### src/rtl/pad_probe_sample_classifier_unit_assert.svh
// Assertion macros for the pad probe sample classifier.
`ifndef PAD_PROBE_SAMPLE_CLASSIFIER_UNIT_ASSERT_SVH
`define PAD_PROBE_SAMPLE_CLASSIFIER_UNIT_ASSERT_SVH

`ifndef SYNTH
// prop holds at every edge outside reset
`define PPSC_ASSERT(label, clk, rst, prop, msg) \
  label: assert property (@(posedge clk) disable iff (rst) (prop)) else $error(msg);
// cond at one edge implies prop at the next
`define PPSC_ASSERT_NEXT(label, clk, rst, cond, prop, msg) \
  label: assert property (@(posedge clk) disable iff (rst) (cond) |=> (prop)) else $error(msg);
`else
`define PPSC_ASSERT(label, clk, rst, prop, msg)
`define PPSC_ASSERT_NEXT(label, clk, rst, cond, prop, msg)
`endif

`endif

### src/rtl/ppsc_pkg.sv
`default_nettype none
package ppsc_pkg;

  typedef struct packed {
    logic [3:0] nib_high_phase;
    logic [3:0] nib_low_phase;
    logic       left_bit_high;
    logic       right_bit_high;
    logic       left_bit_low;
    logic       right_bit_low;
  } ppsc_sample_t;

  typedef struct packed {
    logic [6:0]  activity_count;
    logic [6:0]  type_a_count;
    logic [6:0]  type_b_count;
    logic [5:0]  stable_mask;
    logic [11:0] first_sample;
    logic [11:0] final_sample;
    logic        window_done;
  } ppsc_result_t;

  // classified sample as it sits in the queue
  typedef struct packed {
    logic [11:0] packed_sample;
    logic        act_hit;
    logic        type_a_hit;
    logic        type_b_hit;
  } ppsc_item_t;

  typedef struct packed {
    logic full;
    logic empty;
  } ppsc_qstat_t;

  localparam int QDEPTH = 2;
  localparam int QAW    = $clog2(QDEPTH);

  localparam logic [3:0] NIB_IDLE   = 4'hF;
  localparam logic [3:0] A_MASK     = 4'h7;
  localparam logic [3:0] A_CODE     = 4'h4;
  localparam logic [3:0] B_LOW_MASK = 4'hC;
  localparam logic [3:0] A_PAIR     = 4'h1;
  localparam logic [3:0] X_HIGH     = 4'h2;
  localparam logic [3:0] X_LOW      = 4'h3;
  localparam logic [5:0] FLAGS_ALL  = 6'h3F;

endpackage
`default_nettype wire

### src/rtl/pad_probe_sample_classifier_unit.sv
// Pad probe sample classifier.
// Sample channel: sample_valid / sample_stall / sample carries one probe
// sample per transaction (both nibbles and four handshake bits).
// Result channel: result_valid / result_stall / result carries one result
// per sample: running activity, type A and type B counts (saturating at
// SAMPLES), six stability flags, the window's first sample, and on the
// window's last sample final_sample and window_done.
// Throughput: one sample per cycle while the receiver does not stall; the
// front classifies and writes a two-entry queue, the back pops one entry
// per cycle into the result register. When the receiver stalls the result
// holds, the queue fills, and sample_stall rises once both queue entries
// are taken.
// Reset (rst, synchronous) empties the queue, drops result_valid and starts
// a new window with cleared counters and all stability flags set.
`default_nettype none
`include "pad_probe_sample_classifier_unit_assert.svh"
module pad_probe_sample_classifier_unit
  import ppsc_pkg::*;
#(
  parameter int SAMPLES = 8
) (
  input  wire          clk,
  input  wire          rst,
  input  wire          sample_valid,
  output logic         sample_stall,
  input  var ppsc_sample_t sample,
  output logic         result_valid,
  input  wire          result_stall,
  output ppsc_result_t result
);

  ppsc_item_t  front_item;
  ppsc_item_t  head;
  ppsc_qstat_t qstat;
  logic        pop;

  assign sample_stall = qstat.full;

  ppsc_front u_front (
    .sample (sample),
    .item   (front_item)
  );

  ppsc_queue u_queue (
    .clk       (clk),
    .rst       (rst),
    .push      (sample_valid),
    .push_item (front_item),
    .pop       (pop),
    .head      (head),
    .qstat     (qstat)
  );

  ppsc_back #(
    .SAMPLES (SAMPLES)
  ) u_back (
    .clk          (clk),
    .rst          (rst),
    .item         (head),
    .item_valid   (!qstat.empty),
    .pop          (pop),
    .result_valid (result_valid),
    .result_stall (result_stall),
    .result       (result)
  );

  `PPSC_ASSERT(a_queue_state, clk, rst, !(qstat.full && qstat.empty), "queue full and empty")
  `PPSC_ASSERT(a_final_zero, clk, rst, !(result_valid && !result.window_done) || (result.final_sample == 12'd0), "final_sample set off window end")
  `PPSC_ASSERT(a_count_limit, clk, rst, !result_valid || ((result.activity_count <= 7'(SAMPLES)) && (result.type_a_count <= 7'(SAMPLES)) && (result.type_b_count <= 7'(SAMPLES))), "counter above limit")
  `PPSC_ASSERT_NEXT(a_hold_on_stall, clk, rst, result_valid && result_stall && qstat.full, qstat.full, "queue drained while output stalled")

endmodule
`default_nettype wire

### src/rtl/ppsc_front.sv
`default_nettype none
module ppsc_front
  import ppsc_pkg::*;
(
  input  var ppsc_sample_t sample,
  output ppsc_item_t       item
);

  logic [3:0] nh;
  logic [3:0] nl;
  logic       idle;
  logic       is_a;
  logic       is_x;

  assign nh   = sample.nib_high_phase;
  assign nl   = sample.nib_low_phase;
  assign idle = (nh == NIB_IDLE) && (nl == NIB_IDLE) &&
                sample.left_bit_high && sample.left_bit_low;
  assign is_a = ((nh & A_MASK) == A_CODE) || ((nh == A_PAIR) && (nl == A_PAIR));
  assign is_x = (nh == X_HIGH) && (nl == X_LOW);

  always_comb begin
    item.packed_sample = {nh, nl, sample.left_bit_high, sample.right_bit_high,
                          sample.left_bit_low, sample.right_bit_low};
    item.act_hit    = !idle || (sample.right_bit_high != sample.right_bit_low);
    item.type_a_hit = is_a;
    item.type_b_hit = !is_a && !is_x && ((nl & B_LOW_MASK) == 4'h0) &&
                      ((nh != NIB_IDLE) || (nl != NIB_IDLE) ||
                       (sample.left_bit_high != sample.left_bit_low) ||
                       (sample.right_bit_high != sample.right_bit_low));
  end

endmodule
`default_nettype wire

### src/rtl/ppsc_queue.sv
`default_nettype none
module ppsc_queue
  import ppsc_pkg::*;
(
  input  wire         clk,
  input  wire         rst,
  input  wire         push,
  input  var ppsc_item_t push_item,
  input  wire         pop,
  output ppsc_item_t  head,
  output ppsc_qstat_t qstat
);

  ppsc_item_t       slots [QDEPTH];
  logic [QAW-1:0]   wr_ptr;
  logic [QAW-1:0]   rd_ptr;
  logic [QAW:0]     count;
  logic             do_push;
  logic             do_pop;

  assign qstat.full  = (count == (QAW+1)'(QDEPTH));
  assign qstat.empty = (count == '0);
  assign do_push     = push && !qstat.full;
  assign do_pop      = pop && !qstat.empty;
  assign head        = slots[rd_ptr];

  always_ff @(posedge clk) begin
    if (do_push) begin
      slots[wr_ptr] <= push_item;
    end
  end

  always_ff @(posedge clk) begin
    if (rst) begin
      wr_ptr <= '0;
      rd_ptr <= '0;
      count  <= '0;
    end else begin
      if (do_push) wr_ptr <= wr_ptr + 1'b1;
      if (do_pop)  rd_ptr <= rd_ptr + 1'b1;
      case ({do_push, do_pop})
        2'b10:   count <= count + 1'b1;
        2'b01:   count <= count - 1'b1;
        default: count <= count;
      endcase
    end
  end

endmodule
`default_nettype wire

### src/rtl/ppsc_back.sv
`default_nettype none
module ppsc_back
  import ppsc_pkg::*;
#(
  parameter int SAMPLES = 8
) (
  input  wire          clk,
  input  wire          rst,
  input  var ppsc_item_t item,
  input  wire          item_valid,
  output logic         pop,
  output logic         result_valid,
  input  wire          result_stall,
  output ppsc_result_t result
);

  localparam int         IW  = (SAMPLES > 1) ? $clog2(SAMPLES) : 1;
  localparam logic [6:0] SAT = 7'(SAMPLES);
  localparam logic [IW-1:0] LAST_IDX = IW'(SAMPLES - 1);

  logic [IW-1:0] sample_index;
  logic [11:0]   first_capture;
  logic [5:0]    stability_flags;
  logic [6:0]    activity_counter;
  logic [6:0]    type_a_counter;
  logic [6:0]    type_b_counter;

  logic          start;
  logic          last;
  logic [11:0]   first_next;
  logic [11:0]   diff;
  logic [5:0]    flags_next;
  logic [6:0]    act_next;
  logic [6:0]    a_next;
  logic [6:0]    b_next;

  function automatic logic [6:0] bump(input logic [6:0] c, input logic hit, input logic clr);
    logic [6:0] base;
    base = clr ? 7'd0 : c;
    if (hit && (base < SAT)) return base + 7'd1;
    return base;
  endfunction

  assign pop   = item_valid && (!result_valid || !result_stall);
  assign start = (sample_index == '0);
  assign last  = (sample_index == LAST_IDX);

  always_comb begin
    first_next = start ? item.packed_sample : first_capture;
    diff       = item.packed_sample ^ first_next;
    flags_next = start ? FLAGS_ALL : stability_flags;
    if (!last) begin
      flags_next = flags_next & ~{|diff[11:8], |diff[7:4], diff[3], diff[2],
                                  diff[1], diff[0]};
    end
    act_next = bump(activity_counter, item.act_hit, start);
    a_next   = bump(type_a_counter, item.type_a_hit, start);
    b_next   = bump(type_b_counter, item.type_b_hit, start);
  end

  always_ff @(posedge clk) begin
    if (rst) begin
      sample_index     <= '0;
      first_capture    <= '0;
      stability_flags  <= FLAGS_ALL;
      activity_counter <= '0;
      type_a_counter   <= '0;
      type_b_counter   <= '0;
      result_valid     <= 1'b0;
    end else begin
      if (pop) begin
        sample_index     <= last ? '0 : sample_index + 1'b1;
        first_capture    <= first_next;
        stability_flags  <= flags_next;
        activity_counter <= act_next;
        type_a_counter   <= a_next;
        type_b_counter   <= b_next;
        result_valid     <= 1'b1;
      end else if (!result_stall) begin
        result_valid <= 1'b0;
      end
    end
  end

  always_ff @(posedge clk) begin
    if (pop) begin
      result.activity_count <= act_next;
      result.type_a_count   <= a_next;
      result.type_b_count   <= b_next;
      result.stable_mask    <= flags_next;
      result.first_sample   <= first_next;
      result.final_sample   <= last ? item.packed_sample : 12'd0;
      result.window_done    <= last;
    end
  end

endmodule
`default_nettype wire

### config.mk
export PLATFORM = sky130hd
export DESIGN_NAME = pad_probe_sample_classifier_unit
export DESIGN_NICKNAME = d
export VERILOG_FILES = /design/src/rtl/ppsc_pkg.sv /design/src/rtl/pad_probe_sample_classifier_unit.sv /design/src/rtl/ppsc_front.sv /design/src/rtl/ppsc_queue.sv /design/src/rtl/ppsc_back.sv
export VERILOG_INCLUDE_DIRS = /design/src /design/src/rtl
export SDC_FILE = /design/constraint.sdc
export NUM_CORES = 1
export LEC_CHECK = 0
export BUFFER_PORTS_ARGS = -buffer_cell sky130_fd_sc_hd__buf_2
export CAP_MARGIN = 20
export CORE_ASPECT_RATIO = 1.2
export CORE_MARGIN = 2
export CORE_UTILIZATION = 55
export DETAILED_ROUTE_END_ITERATION = 8
export PLACE_DENSITY = 0.76
export SYNTH_ARGS = -nofsm -noshare
export SYNTH_HDL_FRONTEND = slang
export SYNTH_SLANG_ARGS = --single-unit
export TNS_END_PERCENT = 20
### constraint.sdc
create_clock -name clk -period 4.7 [get_ports clk]
set_input_delay 0.94 -clock clk [delete_from_list [all_inputs] [get_ports clk]]
set_output_delay 0.94 -clock clk [all_outputs]
set_load 0.01 [all_outputs]
==> metrics.csv <==
stage;metric;value;unit
hold_path;hp-class;flop to flop;
sta;setup_viol;0;
power_and_ir_drop;finalPower;4.31;mW
sta;fin_skew;0.00602;ns
global_routing;antenna_found_initial;0;
cells_and_area;drive_gt1_share;21.7;%
routing;num_vias;3403;
power_and_ir_drop;ir_drop;392;uV
routing;first_pass_iters;4;
critical_path;path_max_fanout;59;
critical_path;rrSetupSlack;2.03;ns
power_and_ir_drop;p_leak;2.37;nW
cells_and_area;fin_nets;522;
sta;min_period;2.67;ns
yosys;yosys.area.top_type_share;47.2;%
cells_and_area;diodes;0;
cells_and_area;utilization;68.1;%
yosys;synth.distinct_cells;41;
critical_path;crit_arrival;3.03;ns
sta;slew_viol_final;0;
clock_network;cts_htree_levels;4;
yosys;synthArstFlopShare;0;%
critical_path;crit_required;5.06;ns
floorplan;dieArea;10300;um^2
yosys;yosys_most_used_dff;edfxtp_1;
global_routing;first_global_vias;3262;
global_routing;grt_use_total;19.0;%
yosys;synth-warning-count;0;
routing;avgViaCountPerCell;5.38;
yosys;synth-edff-count;82;
sta;finalSetupTns;0;ns
routing;drtIter0Drc;245;
clock_network;cts_inserted_buffers;17;
clock_network;cts_tree;done;
routing;drc_errors;0;
yosys;avgSynthCellArea;12.1;um^2
routing;ant_nets;0;
global_routing;grt_pass1_wl;15200;um
critical_path;endpoint_kind;flop;
power_and_ir_drop;p_per_area;693;nW/um^2
yosys;ys_top_cells_by_count;edfxtp_1, dfxtp_1, nand2_1;
floorplan;fp.dieW;92.9;um
cells_and_area;fillers;700;
clock_network;root_buffer;clkbuf_8;
routing;wirelength;9350;um
cells_and_area;multi_input_area;1670;um^2
yosys;synth_largest_area_cell;edfxtp_1;
placed_design;numPortBuffers;69;
run_status;status;finished clean;
sta;rsz0062_at_grt;no;
placed_design;dpl_worst_slack;1.68;ns
clock_network;cts.hold.buffers_added;0;
floorplan;fp.dieH;111;um
placed_design;place.gp.congestion;0.743;
sta;hold_viol_final;0;
floorplan;start_util;57.2;%
clock_network;post_cts_buffers;0;
yosys;syn_inst;430;
yosys;synth_seq_cells;130;
yosys;synth.most_common_cell;edfxtp_1;
global_routing;grt_max_degree;60;
critical_path;critPathLaunchType;flop;
cells_and_area;final_cell_area;6220;um^2
sta;tightest_slew;1.03;ns
placed_design;dp_hpwl;6050;um
floorplan;rows;38;
yosys;ys_seq_area_share;65.6;%
sta;setup_slack;2.03;ns
placed_design;dpl_cell_area;5650;um^2
clock_network;clockBufferDepth;2;
clock_network;clk_pin_slew;0.06;ns
floorplan;core-area;9130;um^2
global_routing;grt_overflow;0;
yosys;synthTopCellsByArea;edfxtp_1, dfxtp_1, nand2_1;
yosys;synth_nets;453;
floorplan;io_pins;70;
yosys;netlist_area;5220;um^2
clock_network;cts_num_sinks;130;
sta;max-slew-margin-rel;31.5;%
run;drv_cap;0;
sta;max_clock_freq;375;MHz
critical_path;crit_type;flop to flop;
routing;route.detailed.wl_per_inst;14.8;um
clock_network;clock_latency;0.51;ns
cells_and_area;synthToLayoutAreaGrowth;19.1;%
clock_network;post_cts_resized;0;
cells_and_area;seqCellArea;3420;um^2
sta;layout_worst_path_cycle_share;56.8;%
-- registers in the layout, indices dropped and copies added, names as in the netlist, named ones only --
signal                   flops
u_back.type_b_counter        7
u_back.sample_index          3
u_queue.count                2
u_queue.wr_ptr               1
u_back.result               52
u_back.stability_flags       6
u_queue.slots               30
u_back.activity_counter      7
u_back.type_a_counter        7
u_queue.rd_ptr               1
u_back.first_capture        12
u_back.result_valid          1
-- routing by layer --
layer  part of all wire, %  global-route usage [%]
met1                    44                    24.1
met3                   4.7                    5.91
met4                   1.3                    6.67
met5                     0                       0
met2                    50                    30.9
-- layout make-up --
class,instances,share of cell area (%)
flip-flops and latches,130,55.1
multi-input cells,270,26.9
well taps,120,2.41
clock buffers,24,8.43
repair buffers,73,6.10
clock inverters,8,0.704
inverters,7,0.423
-- report_power, final --
group	total (mW)	leakage, nW	internal, mW	switching [mW]
sequential	1.82	1.16	1.66	0.161
clock	1.21	0.286	0.765	0.445
combinational	1.28	0.926	0.431	0.847
-- path summary, 6_finish.rpt --
check	start	to	cells after the start
setup / recovery	u_back.sample_index[0]	u_back.stability_flags[5]	7
hold / removal	u_back.stability_flags[1]	u_back.stability_flags[1]	2
setup reg to reg	u_back.sample_index[0]	u_back.stability_flags[5]	7
hold reg to reg	u_back.stability_flags[1]	u_back.stability_flags[1]	2
-- cells by family after synthesis --
logic type | Yosys count | share of synthesized area, %
adder cells (fa/ha/maj) | 7 | 1.68
XOR/XNOR | 22 | 3.69
AND/OR/NAND/NOR | 145 | 13.9
buffers and inverters | 30 | 2.47
AO/OA/AOI/OAI | 77 | 9.01
flip-flops | 130 | 65.6
multiplexers | 19 | 3.71
-- cells in the final DEF, fill, tap and decap left out, drive strengths merged, types with 5 or more instances in the layout --
cell,count
nand3,8
clkinv,6
ha,7
nand2b,5
buf,73
clkbuf,24
nand4,7
a21oi,17
dfxtp,48
xor2,18
inv,8
nor2,32
nand2,43
edfxtp,82
mux2i,16
a211oi,13
and2,23
a31oi,7
o21ai,30
nor2b,13
-- stage by stage --
stage / hold slack, ns / instances
5_1_grt: 0.491 / 632
2_1_floorplan: 0.436 / 430
6_report: 0.467 / 632
4_1_cts: 0.465 / 632
3_5_place_dp: 0.450 / 600
3_3_place_gp: 0.446 / 599
-- worst max-delay path, cell delays in order, from the launching register on --
cell	delay [ns]
dfxtp_1	0.34
inv_1	0.08
ha_1	0.22
nand2b_2	0.73
nor2_2	0.07
buf_4	0.25
nor2_1	0.64
a31oi_1	0.17
No activity file was read; power rests on OpenSTA's default activity.
